### src/hw/rtl/uad_pkg.sv
package uad_pkg;

  // Default width of the internal column counter.
  localparam int COUNT_BITS_DEF = 16;

  // Width of the reported column count.
  localparam int RESULT_W = 16;

  // Byte codes that the scanner looks for.
  localparam logic [7:0] CHAR_ESC       = 8'h1B;
  localparam logic [7:0] CHAR_BACKSLASH = 8'h5C;
  localparam logic [7:0] CHAR_ZERO      = 8'h30;
  localparam logic [7:0] CHAR_THREE     = 8'h33;
  localparam logic [7:0] CHAR_LBRACKET  = 8'h5B;
  localparam logic [7:0] CSI_FINAL_LO   = 8'h40;
  localparam logic [7:0] CSI_FINAL_HI   = 8'h7E;

  // Scanner modes: plain text, escape prefixes and the control sequence body.
  typedef enum logic [2:0] {
    MODE_NORMAL = 3'd0,
    MODE_ESC    = 3'd1,
    MODE_BS     = 3'd2,
    MODE_BS0    = 3'd3,
    MODE_BS03   = 3'd4,
    MODE_BS033  = 3'd5,
    MODE_CSI    = 3'd6
  } scan_mode_t;

  // One byte request as held in the input register.
  typedef struct packed {
    logic [7:0] text_byte;
    logic       end_of_string;
  } byte_req_t;

  // One finished result.
  typedef struct packed {
    logic [RESULT_W-1:0] columns;
    logic                saturated;
  } result_t;

endpackage

### src/hw/rtl/uad_in_reg.sv
module uad_in_reg
  import uad_pkg::*;
(
  input  logic       clk,
  input  logic       rst,
  input  logic       in_valid,
  output logic       in_stall,
  input  logic [7:0] text_byte,
  input  logic       end_of_string,
  input  logic       advance,
  output logic       req_valid,
  output byte_req_t  req
);

  logic accept;

  // The register can take a new request whenever it is empty or draining.
  assign in_stall = req_valid & ~advance;
  assign accept   = in_valid & ~in_stall;

  always_ff @(posedge clk) begin
    if (rst) begin
      req_valid <= 1'b0;
    end else if (accept) begin
      req_valid <= 1'b1;
    end else if (advance) begin
      req_valid <= 1'b0;
    end
  end

  // Payload capture needs no reset.
  always_ff @(posedge clk) begin
    if (accept) begin
      req.text_byte     <= text_byte;
      req.end_of_string <= end_of_string;
    end
  end

endmodule

### src/hw/rtl/uad_scan.sv
module uad_scan
  import uad_pkg::*;
#(
  parameter int COUNT_BITS = COUNT_BITS_DEF
) (
  input  logic      clk,
  input  logic      rst,
  input  logic      step,
  input  byte_req_t req,
  output result_t   result
);

  scan_mode_t            scan_mode, scan_mode_next;
  logic [1:0]            bytes_to_skip, bytes_to_skip_next;
  logic [COUNT_BITS-1:0] column_count, column_count_next;
  logic                  overflow_seen, overflow_seen_next;

  scan_mode_t            norm_mode;
  logic [1:0]            norm_skip;
  logic                  norm_add;
  scan_mode_t            mode_step;
  logic [1:0]            skip_step;
  logic [2:0]            add_step;
  logic [1:0]            pend_add;
  logic [2:0]            add_total;
  logic [COUNT_BITS:0]   sum;
  logic                  sat;
  logic [COUNT_BITS-1:0] count_sum;
  logic [7:0]            c;

  assign c = req.text_byte;

  // Plain text decode: escape starters, UTF-8 lead bytes and their tail lengths.
  always_comb begin
    norm_mode = MODE_NORMAL;
    norm_skip = 2'd0;
    norm_add  = 1'b0;
    if (c == CHAR_ESC) begin
      norm_mode = MODE_ESC;
    end else if (c == CHAR_BACKSLASH) begin
      norm_mode = MODE_BS;
    end else if (c[7] == 1'b0) begin
      norm_add = 1'b1;
    end else if (c[7:5] == 3'b110) begin
      norm_add  = 1'b1;
      norm_skip = 2'd1;
    end else if (c[7:4] == 4'b1110) begin
      norm_add  = 1'b1;
      norm_skip = 2'd2;
    end else if (c[7:3] == 5'b11110) begin
      norm_add  = 1'b1;
      norm_skip = 2'd3;
    end
  end

  // Mode transitions. A broken prefix other than a full backslash-033 counts
  // its matched bytes and then the breaking byte is decoded as plain text.
  always_comb begin
    mode_step = MODE_NORMAL;
    skip_step = 2'd0;
    add_step  = 3'd0;
    unique case (scan_mode)
      MODE_NORMAL: begin
        if (bytes_to_skip != 2'd0) begin
          skip_step = bytes_to_skip - 2'd1;
        end else begin
          mode_step = norm_mode;
          skip_step = norm_skip;
          add_step  = {2'b00, norm_add};
        end
      end
      MODE_ESC: begin
        if (c == CHAR_LBRACKET) begin
          mode_step = MODE_CSI;
        end else begin
          mode_step = norm_mode;
          skip_step = norm_skip;
          add_step  = 3'd1 + {2'b00, norm_add};
        end
      end
      MODE_BS: begin
        if (c == CHAR_ZERO) begin
          mode_step = MODE_BS0;
        end else begin
          mode_step = norm_mode;
          skip_step = norm_skip;
          add_step  = 3'd1 + {2'b00, norm_add};
        end
      end
      MODE_BS0: begin
        if (c == CHAR_THREE) begin
          mode_step = MODE_BS03;
        end else begin
          mode_step = norm_mode;
          skip_step = norm_skip;
          add_step  = 3'd2 + {2'b00, norm_add};
        end
      end
      MODE_BS03: begin
        if (c == CHAR_THREE) begin
          mode_step = MODE_BS033;
        end else begin
          mode_step = norm_mode;
          skip_step = norm_skip;
          add_step  = 3'd3 + {2'b00, norm_add};
        end
      end
      MODE_BS033: begin
        if (c == CHAR_LBRACKET) begin
          mode_step = MODE_CSI;
        end else begin
          mode_step = norm_mode;
          skip_step = norm_skip;
          add_step  = {2'b00, norm_add};
        end
      end
      MODE_CSI: begin
        if (c >= CSI_FINAL_LO && c <= CSI_FINAL_HI) begin
          mode_step = MODE_NORMAL;
        end else begin
          mode_step = MODE_CSI;
        end
      end
      default: begin
        mode_step = MODE_NORMAL;
      end
    endcase
  end

  // On the last byte a partial prefix still pending counts its bytes.
  always_comb begin
    pend_add = 2'd0;
    if (req.end_of_string) begin
      case (mode_step)
        MODE_ESC:  pend_add = 2'd1;
        MODE_BS:   pend_add = 2'd1;
        MODE_BS0:  pend_add = 2'd2;
        MODE_BS03: pend_add = 2'd3;
        default:   pend_add = 2'd0;
      endcase
    end
  end

  // Saturating add of everything this byte contributes.
  assign add_total = add_step + {1'b0, pend_add};
  assign sum       = {1'b0, column_count} + {{(COUNT_BITS-2){1'b0}}, add_total};
  assign sat       = sum[COUNT_BITS];
  assign count_sum = sat ? {COUNT_BITS{1'b1}} : sum[COUNT_BITS-1:0];

  // Next state: the string end returns the scanner to its reset state.
  always_comb begin
    scan_mode_next     = scan_mode;
    bytes_to_skip_next = bytes_to_skip;
    column_count_next  = column_count;
    overflow_seen_next = overflow_seen;
    if (step) begin
      if (req.end_of_string) begin
        scan_mode_next     = MODE_NORMAL;
        bytes_to_skip_next = 2'd0;
        column_count_next  = '0;
        overflow_seen_next = 1'b0;
      end else begin
        scan_mode_next     = mode_step;
        bytes_to_skip_next = skip_step;
        column_count_next  = count_sum;
        overflow_seen_next = overflow_seen | sat;
      end
    end
  end

  always_ff @(posedge clk) begin
    if (rst) begin
      scan_mode     <= MODE_NORMAL;
      bytes_to_skip <= 2'd0;
      column_count  <= '0;
      overflow_seen <= 1'b0;
    end else begin
      scan_mode     <= scan_mode_next;
      bytes_to_skip <= bytes_to_skip_next;
      column_count  <= column_count_next;
      overflow_seen <= overflow_seen_next;
    end
  end

  // Report the low bits of the count, zero extended for a narrow counter.
  generate
    if (COUNT_BITS >= RESULT_W) begin : g_wide
      assign result.columns = count_sum[RESULT_W-1:0];
    end else begin : g_narrow
      assign result.columns = {{(RESULT_W-COUNT_BITS){1'b0}}, count_sum};
    end
  endgenerate

  assign result.saturated = overflow_seen | sat;

endmodule

### src/hw/rtl/uad_out_reg.sv
module uad_out_reg
  import uad_pkg::*;
(
  input  logic                clk,
  input  logic                rst,
  input  logic                load,
  input  result_t             result,
  output logic                out_hold,
  output logic                out_valid,
  input  logic                out_stall,
  output logic [RESULT_W-1:0] display_columns,
  output logic                count_saturated
);

  // The register is blocked only while a result waits on a stalled receiver.
  assign out_hold = out_valid & out_stall;

  always_ff @(posedge clk) begin
    if (rst) begin
      out_valid <= 1'b0;
    end else if (load) begin
      out_valid <= 1'b1;
    end else if (!out_stall) begin
      out_valid <= 1'b0;
    end
  end

  always_ff @(posedge clk) begin
    if (load) begin
      display_columns <= result.columns;
      count_saturated <= result.saturated;
    end
  end

endmodule

### src/hw/rtl/utf8_ansi_display_width_core.sv
// Display width counter for UTF-8 text with ANSI escape sequences removed.
//
// Input channel: one byte request per accepted cycle (text_byte with
// end_of_string marking the last byte of a string) on in_valid / in_stall.
// Output channel: one request per string (display_columns, count_saturated)
// on out_valid / out_stall, issued for the byte that carries end_of_string.
//
// Throughput is one byte per cycle while no string end waits on a stalled
// receiver. A byte is held in the input register while the scanner state
// and the column counter update. A string's result and out_valid are set
// in the output register as its last byte leaves the input register.
//
// A stalled receiver holds the result in the output register. Bytes that do
// not end a string keep flowing; a string end waits in the input register
// until the output register frees, and in_stall rises while it waits.
//
// Reset (rst, synchronous) empties both registers and returns the scanner
// to plain text with a zero count.
module utf8_ansi_display_width_core
  import uad_pkg::*;
#(
  parameter int COUNT_BITS = COUNT_BITS_DEF
) (
  input  logic                clk,
  input  logic                rst,
  input  logic                in_valid,
  output logic                in_stall,
  input  logic [7:0]          text_byte,
  input  logic                end_of_string,
  output logic                out_valid,
  input  logic                out_stall,
  output logic [RESULT_W-1:0] display_columns,
  output logic                count_saturated
);

  logic      req_valid;
  byte_req_t req;
  logic      advance;
  logic      out_hold;
  result_t   result;

  // A byte moves on unless it ends a string and the result slot is blocked.
  assign advance = req_valid & (~req.end_of_string | ~out_hold);

  uad_in_reg u_in_reg (
    .clk           (clk),
    .rst           (rst),
    .in_valid      (in_valid),
    .in_stall      (in_stall),
    .text_byte     (text_byte),
    .end_of_string (end_of_string),
    .advance       (advance),
    .req_valid     (req_valid),
    .req           (req)
  );

  uad_scan #(
    .COUNT_BITS (COUNT_BITS)
  ) u_scan (
    .clk    (clk),
    .rst    (rst),
    .step   (advance),
    .req    (req),
    .result (result)
  );

  uad_out_reg u_out_reg (
    .clk             (clk),
    .rst             (rst),
    .load            (advance & req.end_of_string),
    .result          (result),
    .out_hold        (out_hold),
    .out_valid       (out_valid),
    .out_stall       (out_stall),
    .display_columns (display_columns),
    .count_saturated (count_saturated)
  );

endmodule

### config.mk
export PLATFORM = sky130hd
export DESIGN_NAME = utf8_ansi_display_width_core
export DESIGN_NICKNAME = d
export VERILOG_FILES = /design/src/hw/rtl/uad_pkg.sv /design/src/hw/rtl/uad_in_reg.sv /design/src/hw/rtl/uad_scan.sv /design/src/hw/rtl/uad_out_reg.sv /design/src/hw/rtl/utf8_ansi_display_width_core.sv
export SDC_FILE = /design/constraint.sdc
export NUM_CORES = 1
export LEC_CHECK = 0
export CAP_MARGIN = 20
export CELL_PAD_IN_SITES_DETAIL_PLACEMENT = 1
export CELL_PAD_IN_SITES_GLOBAL_PLACEMENT = 2
export CORE_ASPECT_RATIO = 1.4
export CORE_MARGIN = 2
export CORE_UTILIZATION = 43
export CTS_BUF_LIST = sky130_fd_sc_hd__clkbuf_16
export DETAILED_ROUTE_END_ITERATION = 8
export DONT_BUFFER_PORTS = 1
export MAX_ROUTING_LAYER = met4
export PLACE_DENSITY = 0.82
export SKIP_CTS_REPAIR_TIMING = 1
export SLEW_MARGIN = 20
export SYNTH_ARGS = -nofsm -noshare
export SYNTH_HDL_FRONTEND = slang
export SYNTH_HIERARCHICAL = 1
export SYNTH_SLANG_ARGS = --single-unit
### constraint.sdc
create_clock -name clk -period 7.9 [get_ports clk]
set_input_delay 0.79 -clock clk [delete_from_list [all_inputs] [get_ports clk]]
set_output_delay 0.79 -clock clk [all_outputs]
set_load 0.05 [all_outputs]
==> flow_summary_export.csv, run 1 <==
group,metric,value,unit
floorplanning,design.die.area,0.00712,mm2
global_route,grt_max_degree,22,
outcome,outcome,"finished, final reports clean",
floorplanning,io_pins,32,
critical_path,startpoint_type,"flop",
critical_path,critPathTopFamily,"simple AND/OR/NAND/NOR gates",
final_layout,mostFrequentLayoutCells,"sky130_fd_sc_hd__nand2_1, sky130_fd_sc_hd__edfxtp_1, sky130_fd_sc_hd__dfxtp_1, sky130_fd_sc_hd__nor2_1, sky130_fd_sc_hd__o21ai_0",
synth,synth_enable_flop_cells,26,
critical_path,worst-path-max-fanout,19,
synth,xor_xnor_share_of_the_synthesized_area,3.47,%
critical_path,critical_path_buf_inv_count,1,
clock_network,clock_tree.buffer_depth,2,
clock_network,clk_pin_slew_worst_paths,0.06,ns
timing,timing_max_transition_violations_final,0,
critical_path,cp_cell_sequence,"and4bb_2, and2_4, and3_4, o31ai_1, xor2_1, and4b_1, ha_1, inv_1, fa_1, fa_1, nor2b_1, o21ai_1, or4_1, a41o_1, a21oi_2",
timing,layout_min_cycle_time,4.86,ns
floorplanning,initial_core_util,44.7,%
clock_network,tritoncts_clock_tree,"built",
power_and_ir_drop,power_density,188,mW/mm2
route,route.detailed.drc,0,
power_and_ir_drop,comb_power_share,5.0,%
placed_design,dp_hpwl,5020,um
floorplanning,die_y,99.1,um
critical_path,max_stage_delay,0.88,ns
final_layout,drive_gt1_share,6.94,%
global_route,grt.overflow.total,0,
synth,synth_nets,313,
power_and_ir_drop,power.ir.vdd_worst,0.000118,V
timing,max_slew_margin,39.6,%
synth,synth-simple-area-share,24.6,%
route,firstDrtPassIters,4,
clock_network,cts_max_level,2,
critical_path,crit_path_required_time,8.13,ns
timing,hold_viol,0,
clock_network,worst_skew_pair.late_latency,0.29,ns
timing,grt_setup_unrepaired,"false",
global_route,layer_carrying_the_most_global_route_usage,"met2",
timing,clock_skew,0.00539,ns
timing,achievable_freq,206,MHz
critical_path,worst-setup-path-type,"flop to flop",
floorplanning,fp-row-count,34,
synth,synthMuxAreaShare,0.766,%
route,wl_per_cell,18.7,um
worst_hold_path,class_of_the_tightest_hold_or_removal_check,"flop to flop",
final_layout,antenna_cells_inserted,0,
route,routed_wirelength,6750,um
clock_network,cts_made_buffers,5,
synth,postSynthAreaPerCell,9.44,um2
synth,synth.yosys.seq_area_share,45.4,%
final_layout,register_area,0.00126,mm2
power_and_ir_drop,clock_power_share,40.6,%
power_and_ir_drop,overall_power,0.000556,W
power_and_ir_drop,cellInternalPower,0.000425,W
final_layout,fillerInstances,716,
synth,synth_compound_gate_area_share,18.3,%
route,post_drt_via_cell_ratio,5.96,
synth,mappedNetlistArea,0.00278,mm2
route,final_antenna_net_count,0,
global_route,first_global_vias,2266,
timing,worst_slew_pin_slew,0.903,ns
floorplanning,chipWidth,71.9,um
critical_path,path_common_cell,"sky130_fd_sc_hd__fa_1",
placed_design,dp_slack,3.08,ns
placed_design,gpl_congestion,0.829,
final_layout,final_util,47.7,%
power_and_ir_drop,power_switching,0.000131,W
timing,setup-violations-final,0,
global_route,grt.met1_usage,23.7,%
global_route,global_route_track_usage_on_met2,37.7,%
global_route,global_route.usage.met3,3.17,%
final_layout,area_taken_by_multi_input_logic_gates,0.00140,mm2
global_route,grt_antenna_before_repair,0,
final_layout,finish.net_count,306,
power_and_ir_drop,p_sw_share,23.5,%
timing,final.period_utilization,61.6,%
run,max_cap_viol_count,0,
synth,synthArstFlopShare,0,%
critical_path,setup.worst_path.end_class,"flop",
timing,fin_tns_setup,0,ns
global_route,grt_first_pass_wirelength,11500,um
critical_path,critPathLaunch,"u_in_reg/req[6]$_DFFE_PP_",
final_layout,final_common_cell,"sky130_fd_sc_hd__nand2_1",
route,via_count,2146,
synth,synth.distinct_cells,65,
critical_path,timing.critical_path.arrival,5.09,ns
final_layout,syn2layout_area_growth,6.62,%
synth,yosysWarningCount,6,
power_and_ir_drop,power_leakage,1.07,nW
global_route,grtUsageTotal,21.5,%
critical_path,cpMaxStageDelayCell,"sky130_fd_sc_hd__or4_1",
worst_hold_path,worst_hold_startpoint,"u_scan/overflow_seen$_SDFFE_PP0P_",
critical_path,rr_startpoint,"u_in_reg/req[6]$_DFFE_PP_",
clock_network,numClockSinks,50,
floorplanning,design.core.area,0.00621,mm2
timing,postLayoutSetupSlackWorst,3.04,ns
synth,syn-instance-count,294,
synth,combinational_family_with_the_most_area_after_synthesis,"simple AND/OR/NAND/NOR gates",
placed_design,placement.io_buffers,0,
synth,adder_cell_area_share_of_the_yosys_netlist,3.24,%
route,drt-initial-drc-count,74,
synth,ys_dominant_reg_cell,"sky130_fd_sc_hd__edfxtp_1",
clock_network,cts-root-buf,"sky130_fd_sc_hd__clkbuf_16",
synth,register_bit_total_from_synthesis,50,
power_and_ir_drop,seq_power_share,54.4,%
-- power by group through the flow --
stage	sequential (W)	combinational, W	clock, W
after floorplan	0.000305	0.0000217	0
after global placement	0.000308	0.0000276	0
after detailed placement	0.000308	0.0000279	0
after CTS	0.000302	0.0000284	0.000231
after global routing	0.000303	0.0000313	0.000237
final	0.000302	0.0000279	0.000226
-- logic make-up (layout without fill, tap and decap cells) --
kind of cell / after synthesis / after routing
AOI/OAI and AO/OA: 77 / 77
xor gates and xnor gates: 11 / 11
and+or+nand+nor: 121 / 121
adders and majority gates: 6 / 6
DFF: 50 / 50
muxes: 2 / 2
buffers and inverters: 27 / 21
-- cell usage after synthesis (all sizes together), types with 2 or more instances --
cell type | number | share of area, %
nand2 | 31 | 4.5
edfxtp | 26 | 28
dfxtp | 24 | 17
nor2 | 24 | 3.2
o21ai | 20 | 3.6
a21oi | 16 | 3.2
nor3 | 13 | 2.5
inv | 12 | 1.6
a22o | 9 | 2.8
clkbuf | 9 | 1.2
nor2b | 9 | 2.3
and2 | 7 | 1.7
xnor2 | 7 | 2.2
buf | 6 | 1.4
a211oi | 5 | 1.4
a31oi | 5 | 1.1
nand2b | 5 | 1.1
nand3 | 5 | 0.90
nand4 | 5 | 1.1
nor4 | 5 | 1.9
a22oi | 4 | 1.1
ha | 4 | 1.8
xor2 | 4 | 1.3
a21o | 3 | 0.81
o22ai | 3 | 0.68
a21boi | 2 | 0.54
a41o | 2 | 0.72
and3 | 2 | 0.63
and4 | 2 | 0.72
fa | 2 | 1.4
nor3b | 2 | 0.54
o21bai | 2 | 0.54
or4 | 2 | 0.54
-- routing by layer --
layer  up-vias  share of wire, %
met5         -                 0
met4         0               3.1
met3        16               2.0
met2        23                54
met1      1049                40
li1       1058                 -
-- worst reg2reg max path, stage by stage (launching register included) --
cell and delay, ns:
sky130_fd_sc_hd__edfxtp_1 0.54, sky130_fd_sc_hd__and4bb_2 0.33, sky130_fd_sc_hd__and2_4 0.18, sky130_fd_sc_hd__and3_4 0.16, sky130_fd_sc_hd__o31ai_1 0.33, sky130_fd_sc_hd__xor2_1 0.20, sky130_fd_sc_hd__and4b_1 0.23, sky130_fd_sc_hd__ha_1 0.19
sky130_fd_sc_hd__inv_1 0.07, sky130_fd_sc_hd__fa_1 0.47, sky130_fd_sc_hd__fa_1 0.39, sky130_fd_sc_hd__nor2b_1 0.20, sky130_fd_sc_hd__o21ai_1 0.19, sky130_fd_sc_hd__or4_1 0.88, sky130_fd_sc_hd__a41o_1 0.36, sky130_fd_sc_hd__a21oi_2 0.09
-- metrics by stage --
| step | hold slack (ns) | cells | cell area [um2] |
|---|---|---|---|
| 2_1_floorplan | 0.431 | 294 | 2780 |
| 3_3_place_gp | 0.447 | 352 | 2800 |
| 3_5_place_dp | 0.458 | 352 | 2800 |
| 4_1_cts | 0.474 | 360 | 2960 |
| 5_1_grt | 0.509 | 360 | 2960 |
| 6_report | 0.469 | 360 | 2960 |
-- worst paths after layout --
path | depth (start not counted) | slack, ns | to
worst max-delay path | 15 | 3.04 | u_scan/column_count[7]$_SDFFE_PP0P_
worst max register to register | 15 | 3.04 | u_scan/column_count[7]$_SDFFE_PP0P_
worst min register to register | 2 | 0.47 | u_scan/overflow_seen$_SDFFE_PP0P_
worst min-delay path | 2 | 0.47 | u_scan/overflow_seen$_SDFFE_PP0P_
-- flip-flops by register name (all words and copies together), names as in the netlist --
signal and cells:
u_scan/scan_mode 3, u_in_reg/req 9, u_scan/bytes_to_skip 2, u_out_reg/out_valid 1, u_out_reg/count_saturated 1, u_out_reg/display_columns 16, u_scan/overflow_seen 1, u_scan/column_count 16
u_in_reg/req_valid 1
-- area by class of cell --
| cell class | instances | share of cell area [%] |
|---|---|---|
| Multi-Input combinational cell | 217 | 47.3 |
| Sequential cell | 50 | 42.6 |
| Clock buffer | 6 | 5.07 |
| Tap cell | 72 | 3.04 |
| Inverter | 12 | 1.52 |
| Clock inverter | 2 | 0.254 |
| Timing Repair Buffer | 1 | 0.254 |
Power figures use the tool's default switching activity.
==> run 2, diff against run 1 <==
--- a/config.mk
+++ b/config.mk
@@ -5,17 +5,18 @@
 export SDC_FILE = /design/constraint.sdc
 export NUM_CORES = 1
 export LEC_CHECK = 0
+export ABC_AREA = 1
 export CAP_MARGIN = 20
 export CELL_PAD_IN_SITES_DETAIL_PLACEMENT = 1
 export CELL_PAD_IN_SITES_GLOBAL_PLACEMENT = 2
 export CORE_ASPECT_RATIO = 1.4
 export CORE_MARGIN = 2
-export CORE_UTILIZATION = 43
+export CORE_UTILIZATION = 37
 export CTS_BUF_LIST = sky130_fd_sc_hd__clkbuf_16
 export DETAILED_ROUTE_END_ITERATION = 8
 export DONT_BUFFER_PORTS = 1
 export MAX_ROUTING_LAYER = met4
-export PLACE_DENSITY = 0.82
+export PLACE_DENSITY = 0.75
 export SKIP_CTS_REPAIR_TIMING = 1
 export SLEW_MARGIN = 20
 export SYNTH_ARGS = -nofsm -noshare
==> constraint.sdc (replaced) <==
create_clock -name clk -period 4.76 [get_ports clk]
set_input_delay 0.476 -clock clk [delete_from_list [all_inputs] [get_ports clk]]
set_output_delay 0.476 -clock clk [all_outputs]
set_load 0.05 [all_outputs]
==> flow_summary_export.csv, run 2 <==
group,metric,value,unit
power_and_ir_drop,power_leakage,1.31,nW
timing,layout_min_cycle_time,4.08,ns
timing,achievable_freq,245,MHz
final_layout,largest_registers,"u_out_reg/display_columns (16), u_scan/column_count (16), u_in_reg/req (9)",
route,drt-initial-drc-count,84,
synth,yosys-top-cells-count,"sky130_fd_sc_hd__nand2_1, sky130_fd_sc_hd__inv_1, sky130_fd_sc_hd__edfxtp_1",
timing,clock_skew,0.00417,ns
floorplanning,design.core.area,0.00736,mm2
synth,mappedNetlistArea,0.00280,mm2
critical_path,critPathTopFamily,"simple AND/OR/NAND/NOR gates",
route,wl_per_cell,16.3,um
power_and_ir_drop,power_density,324,mW/mm2
power_and_ir_drop,power.ir.vdd_worst,0.000386,V
timing,timing_max_transition_violations_final,0,
power_and_ir_drop,power_switching,0.000220,W
global_route,grt.overflow.total,0,
clock_network,tritoncts_clock_tree,"built",
critical_path,crit_path_required_time,4.98,ns
global_route,grt_first_pass_wirelength,12100,um
placed_design,placedInstanceArea,0.00289,mm2
run,max_cap_viol_count,0,
power_and_ir_drop,cellInternalPower,0.000778,W
timing,fin_tns_setup,0,ns
synth,synth.most_common_cell,"sky130_fd_sc_hd__nand2_1",
power_and_ir_drop,comb_power_share,4.6,%
synth,synthArstFlopShare,0,%
placed_design,placement.io_buffers,0,
critical_path,timing.critical_path.arrival,4.30,ns
power_and_ir_drop,p_sw_share,22.0,%
global_route,first_global_vias,2504,
route,firstDrtPassIters,4,
synth,yosysWarningCount,6,
critical_path,worst-setup-path-type,"flop to flop",
clock_network,worst_skew_pair.late_latency,0.29,ns
floorplanning,fp-row-count,37,
critical_path,reg2reg_depth,22,
critical_path,worst-path-max-fanout,12,
synth,synth_enable_flop_cells,26,
critical_path,startpoint_type,"flop",
placed_design,dp_hpwl,5530,um
outcome,outcome,"finished, final reports clean",
final_layout,drive_gt1_share,14.0,%
synth,yosys-top-cells-area,"sky130_fd_sc_hd__edfxtp_1, sky130_fd_sc_hd__dfxtp_1, sky130_fd_sc_hd__nand2_1",
final_layout,final_util,41.9,%
route,final_antenna_net_count,0,
final_layout,mostFrequentLayoutCells,"sky130_fd_sc_hd__nand2_1, sky130_fd_sc_hd__inv_1, sky130_fd_sc_hd__edfxtp_1, sky130_fd_sc_hd__a21oi_1, sky130_fd_sc_hd__dfxtp_1",
global_route,grt_antenna_before_repair,0,
floorplanning,die_y,107,um
final_layout,fillerInstances,892,
global_route,grt_max_degree,25,
clock_network,cts_made_buffers,5,
floorplanning,initial_core_util,38.0,%
synth,synth.distinct_cells,35,
final_layout,syn2layout_area_growth,10.2,%
timing,final.period_utilization,85.6,%
clock_network,cts-root-buf,"sky130_fd_sc_hd__clkbuf_16",
critical_path,max_stage_delay,0.47,ns
final_layout,final_common_cell,"sky130_fd_sc_hd__nand2_1",
synth,ys_dominant_reg_cell,"sky130_fd_sc_hd__edfxtp_1",
clock_network,cts_max_level,2,
timing,hold_viol,0,
worst_hold_path,min_delay_path_depth,1,
synth,synth_top_cell_area_share,27.9,%
final_layout,finish.net_count,368,
clock_network,clock_tree.buffer_depth,2,
synth,postSynthAreaPerCell,8.04,um2
timing,grt_setup_unrepaired,"false",
placed_design,gpl_congestion,0.852,
timing,worst_slew_pin_slew,0.890,ns
synth,syn-instance-count,348,
power_and_ir_drop,seq_power_share,50.2,%
critical_path,cp_cell_sequence,"inv_1, nand2_1, nor2_1, nand2_1, nand2_1, nand2_1, nand2_1, nand2_1, o21bai_1, a21oi_1, ha_1, inv_1, fa_1, fa_1, inv_1, nand2_1, a21boi_4, nand4_4, inv_1, or2_2, nand2_1, a21oi_1",
timing,postLayoutSetupSlackWorst,0.684,ns
critical_path,path_common_cell,"sky130_fd_sc_hd__nand2_1",
power_and_ir_drop,clock_power_share,45.3,%
route,via_count,2228,
route,post_drt_via_cell_ratio,4.98,
floorplanning,chipWidth,77.5,um
critical_path,setup.worst_path.end_class,"flop",
placed_design,dp_slack,0.502,ns
timing,max_slew_margin,40.6,%
synth,synth.yosys.seq_area_share,45.1,%
synth,post-synth-top-area-cell,"sky130_fd_sc_hd__edfxtp_1",
route,route.detailed.drc,0,
floorplanning,io_pins,32,
timing,setup-violations-final,0,
synth,register_bit_total_from_synthesis,50,
worst_hold_path,class_of_the_tightest_hold_or_removal_check,"input pin to flop",
route,routed_wirelength,7290,um
critical_path,path_depth,22,
global_route,grtUsageTotal,19.8,%
critical_path,critical_path_buf_inv_count,4,
final_layout,antenna_cells_inserted,0,
critical_path,cpMaxStageDelayCell,"sky130_fd_sc_hd__edfxtp_1",
synth,synth_nets,367,
final_layout,stdcell_area,0.00308,mm2
floorplanning,design.die.area,0.00829,mm2
clock_network,clk_pin_slew_worst_paths,0.06,ns
clock_network,numClockSinks,50,
[run 2: changes by cell type in the layout (fill, tap and decap cells not counted), sizes merged, moves of 6 or more]
cell,change
a21oi,+16
a22o,-9
and2,-7
inv,+35
nand2,+90
nand3,+21
nor2,-6
nor2b,-9
o21ai,-14
xnor2,-7
[run 2: per-layer routing]
metal  part of all wire (%)  wire length, um  up-vias  GRT usage, %
met5                      0                0        -             -
met4                    2.9              210        0          8.80
met3                    1.5              106       13          3.03
met2                     58             4220       21          38.7
met1                     38             2750     1070          18.8
li1                       -                -     1124             -
[run 2: final timing paths]
check                                      start                                  end  slack (ns)
max                    u_in_reg/req[7]$_DFFE_PP_  u_scan/column_count[4]$_SDFFE_PP0P_        0.68
min                                          rst     u_out_reg/out_valid$_SDFFE_PP0P_        0.24
max reg2reg            u_in_reg/req[7]$_DFFE_PP_  u_scan/column_count[4]$_SDFFE_PP0P_        0.68
min reg2reg  u_scan/column_count[0]$_SDFFE_PP0P_  u_scan/column_count[0]$_SDFFE_PP0P_        0.47
[run 2: area by class of cell]
cell class	count	area (um2)	share of cell area, %
Inverter	49	184	5.96
Timing Repair Buffer	1	7.51	0.243
Sequential cell	50	1260	40.9
Tap cell	97	121	3.94
Clock inverter	3	63.8	2.07
Multi-Input combinational cell	242	1320	42.8
Clock buffer	5	125	4.06
[run 2: cell families (layout without fill, tap and decap cells)]
logic type	Yosys count	after routing	synth area share, %
and+or+nand+nor	184	184	31.2
adders and majority gates	6	6	3.22
DFF	50	50	45.1
buffers and inverters	56	58	8.05
AOI/OAI and AO/OA	46	46	10.6
xor gates and xnor gates	6	6	1.88
[run 2: power by group through the flow]
stage | Sequential (W) | Combinational, W | Clock (W)
finish | 0.000501 | 0.0000457 | 0.000452
global placement | 0.000510 | 0.0000448 | 0
detailed placement | 0.000510 | 0.0000458 | 0
floorplan | 0.000507 | 0.0000369 | 0
global route | 0.000502 | 0.0000515 | 0.000473
CTS | 0.000501 | 0.0000467 | 0.000465
[run 2: through the flow]
step	hold slack, ns	total power [W]	instances
after floorplan	0.449	0.000544	348
after global placement	0.459	0.000555	439
after detailed placement	0.468	0.000556	439
after CTS	0.228	0.00101	447
after global routing	0.230	0.00103	447
final	0.239	0.000998	447
[run 2: worst register-to-register path: stages, from the launching register on]
cell	delay, ns
sky130_fd_sc_hd__edfxtp_1	0.47
sky130_fd_sc_hd__inv_1	0.09
sky130_fd_sc_hd__nand2_1	0.07
sky130_fd_sc_hd__nor2_1	0.20
sky130_fd_sc_hd__nand2_1	0.21
sky130_fd_sc_hd__nand2_1	0.15
sky130_fd_sc_hd__nand2_1	0.06
sky130_fd_sc_hd__nand2_1	0.06
sky130_fd_sc_hd__nand2_1	0.10
sky130_fd_sc_hd__o21bai_1	0.17
sky130_fd_sc_hd__a21oi_1	0.09
sky130_fd_sc_hd__ha_1	0.19
sky130_fd_sc_hd__inv_1	0.07
sky130_fd_sc_hd__fa_1	0.45
sky130_fd_sc_hd__fa_1	0.42
sky130_fd_sc_hd__inv_1	0.08
sky130_fd_sc_hd__nand2_1	0.10
sky130_fd_sc_hd__a21boi_4	0.24
sky130_fd_sc_hd__nand4_4	0.30
sky130_fd_sc_hd__inv_1	0.20
sky130_fd_sc_hd__or2_2	0.14
sky130_fd_sc_hd__nand2_1	0.04
sky130_fd_sc_hd__a21oi_1	0.12
==> run 3, diff against run 2 <==
--- a/config.mk
+++ b/config.mk
@@ -6,13 +6,13 @@
 export NUM_CORES = 1
 export LEC_CHECK = 0
 export ABC_AREA = 1
-export CAP_MARGIN = 20
 export CELL_PAD_IN_SITES_DETAIL_PLACEMENT = 1
 export CELL_PAD_IN_SITES_GLOBAL_PLACEMENT = 2
 export CORE_ASPECT_RATIO = 1.4
 export CORE_MARGIN = 2
 export CORE_UTILIZATION = 37
 export CTS_BUF_LIST = sky130_fd_sc_hd__clkbuf_16
+export CTS_CLUSTER_SIZE = 30
 export DETAILED_ROUTE_END_ITERATION = 8
 export DONT_BUFFER_PORTS = 1
 export MAX_ROUTING_LAYER = met4
==> constraint.sdc (replaced) <==
create_clock -name clk -period 3.8 [get_ports clk]
set_input_delay 0.38 -clock clk [delete_from_list [all_inputs] [get_ports clk]]
set_output_delay 0.38 -clock clk [all_outputs]
set_load 0.05 [all_outputs]
==> flow_summary_export.csv, run 3 (synthesized netlist as in run 2, its figures left out) <==
group,metric,value,unit
outcome,outcome,"finished, final reports clean",
timing,clock_skew,0.00779,ns
critical_path,worstReg2RegEnd,"u_out_reg/display_columns[4]$_DFFE_PP_",
final_layout,fillerInstances,872,
critical_path,timing.critical_path.arrival,3.66,ns
timing,setup-violations-final,0,
final_layout,finalNonFillerCells,458,
floorplanning,initial_core_util,38.0,%
placed_design,dp_hpwl,5440,um
route,wl_per_cell,15.9,um
floorplanning,io_pins,32,
worst_hold_path,worst_hold_startpoint,"rst",
floorplanning,design.die.area,0.00829,mm2
route,route.detailed.drc,0,
critical_path,cpMaxStageDelayCell,"sky130_fd_sc_hd__edfxtp_1",
timing,timing_max_transition_violations_final,0,
critical_path,worst-path-max-fanout,4,
power_and_ir_drop,clock_power_share,38.4,%
clock_network,cts_made_buffers,5,
power_and_ir_drop,p_sw_share,24.7,%
clock_network,clock_tree.buffer_depth,2,
global_route,grt.overflow.total,0,
final_layout,antenna_cells_inserted,0,
critical_path,worst-setup-path-type,"flop to flop",
route,firstDrtPassIters,4,
global_route,grt_first_pass_wirelength,12000,um
global_route,first_global_vias,2492,
critical_path,cp_cell_sequence,"nand2_2, nor2_1, nand2_1, nand2_1, nand2_1, nand3_1, o21bai_1, a21oi_1, ha_1, inv_1, fa_1, xor2_1, ha_1, nand2_2, a21boi_4, buf_4, xor2_1, or2_2",
clock_network,cts_max_level,2,
global_route,grt_antenna_before_repair,0,
timing,hold_viol,0,
route,via_count,2310,
worst_hold_path,min_delay_path_depth,1,
final_layout,final_common_cell,"sky130_fd_sc_hd__nand2_1",
clock_network,clk_pin_slew_worst_paths,0.07,ns
route,routed_wirelength,7280,um
final_layout,mostFrequentLayoutCells,"sky130_fd_sc_hd__nand2_1, sky130_fd_sc_hd__inv_1, sky130_fd_sc_hd__edfxtp_1, sky130_fd_sc_hd__a21oi_1, sky130_fd_sc_hd__dfxtp_1",
power_and_ir_drop,comb_power_share,5.9,%
critical_path,startpoint_type,"flop",
critical_path,crit_path_required_time,3.83,ns
power_and_ir_drop,power_density,351,mW/mm2
critical_path,max_stage_delay,0.46,ns
clock_network,tritoncts_clock_tree,"built",
critical_path,path_common_cell,"sky130_fd_sc_hd__nand2_1",
critical_path,setup.worst_path.end_class,"flop",
power_and_ir_drop,power_switching,0.000278,W
clock_network,worst_skew_pair.late_latency,0.29,ns
power_and_ir_drop,overall_power,0.00112,W
final_layout,finish.net_count,379,
power_and_ir_drop,power.ir.vdd_worst,0.000209,V
floorplanning,chipWidth,77.5,um
global_route,grt_max_degree,25,
route,final_antenna_net_count,0,
floorplanning,design.core.area,0.00736,mm2
critical_path,reg2reg_depth,18,
clock_network,cts-root-buf,"sky130_fd_sc_hd__clkbuf_16",
worst_hold_path,class_of_the_tightest_hold_or_removal_check,"input pin to flop",
run,max_cap_viol_count,0,
floorplanning,die_y,107,um
power_and_ir_drop,power_leakage,1.37,nW
worst_hold_path,whs_endpoint,"u_out_reg/out_valid$_SDFFE_PP0P_",
timing,achievable_freq,275,MHz
placed_design,gpl_congestion,0.807,
floorplanning,fp-row-count,37,
timing,final.period_utilization,95.6,%
timing,layout_min_cycle_time,3.63,ns
placed_design,dp.cells,443,
clock_network,numClockSinks,50,
critical_path,regToRegSetupSlack,0.17,ns
route,post_drt_via_cell_ratio,5.04,
timing,worst_slew_pin_slew,0.999,ns
placed_design,placement.io_buffers,0,
final_layout,syn2layout_area_growth,14.5,%
timing,max_slew_margin,33.1,%
power_and_ir_drop,seq_power_share,55.7,%
final_layout,final_util,43.5,%
final_layout,largest_registers,"u_out_reg/display_columns (16), u_scan/column_count (16), u_in_reg/req (9)",
global_route,grtUsageTotal,19.2,%
critical_path,rr_startpoint,"u_in_reg/req[6]$_DFFE_PP_",
power_and_ir_drop,cellInternalPower,0.000846,W
final_layout,drive_gt1_share,23.8,%
route,drt-initial-drc-count,89,
run 3: cell count changes in the layout (fill, tap and decap cells not counted), sizes merged:
cell    delta
bufinv     -2
inv        +1
clkinv     +1
buf       +11
run 3: power by group through the flow:
stage / Combinational (W) / Clock [W] / Sequential [W]
after floorplan: 0.0000463 / 0 / 0.000635
after global placement: 0.0000565 / 0 / 0.000639
after CTS: 0.0000571 / 0.000448 / 0.000628
after global routing: 0.0000743 / 0.000467 / 0.000629
after detailed placement: 0.0000569 / 0 / 0.000639
final: 0.0000659 / 0.000432 / 0.000627
run 3: worst max-delay path: cells and delay by family, from the launching register on:
| family | cells | cell delay (ns) |
|---|---|---|
| buffers and inverters | 2 | 0.20 |
| XOR/XNOR | 2 | 0.23 |
| flip-flops | 1 | 0.46 |
| AND/OR/NAND/NOR | 8 | 0.99 |
| AO/OA/AOI/OAI | 3 | 0.54 |
| adder cells (fa/ha/maj) | 3 | 0.94 |
run 3: layer usage:
metal	GRT usage [%]	vias to the layer above	part of all wire [%]
met5	-	-	0
met4	5.36	0	1.2
met3	2.44	7	1.3
met2	38.6	13	59
met1	19.0	1143	39
li1	-	1147	-
run 3: how the worst max path moves through the flow:
stage / startpoint / endpoint / depth (start not counted)
floorplan: u_in_reg/req[7]$_DFFE_PP_ / u_out_reg/display_columns[10]$_DFFE_PP_ / 20
global placement: u_in_reg/req[6]$_DFFE_PP_ / u_scan/column_count[9]$_SDFFE_PP0P_ / 21
detailed placement: u_in_reg/req[7]$_DFFE_PP_ / u_scan/column_count[9]$_SDFFE_PP0P_ / 22
CTS: u_in_reg/req[7]$_DFFE_PP_ / u_scan/column_count[9]$_SDFFE_PP0P_ / 22
global route: u_in_reg/req[4]$_DFFE_PP_ / u_scan/column_count[4]$_SDFFE_PP0P_ / 22
finish: u_in_reg/req[6]$_DFFE_PP_ / u_out_reg/display_columns[4]$_DFFE_PP_ / 18
run 3: per-stage QoR:
step	area, um2	worst slack, ns	TNS, ns	hold slack (ns)
global placement	2920	0.145	0	0.445
CTS	3060	0.0191	0	0.132
finish	3200	0.169	0	0.142
global route	3200	-0.0481	-0.236	0.130
floorplan	2800	0.506	0	0.442
detailed placement	2920	0.0272	0	0.446
run 3: area by class of cell:
cell class,count,area (um2),share of cell area (%)
multi-input combinational,242,1400,43.7
sequential,50,1260,39.4
inverter,49,184,5.74
clock buffer,5,125,3.90
tap,97,121,3.79
timing repair buffer,12,93.8,2.93
clock inverter,3,17.5,0.547
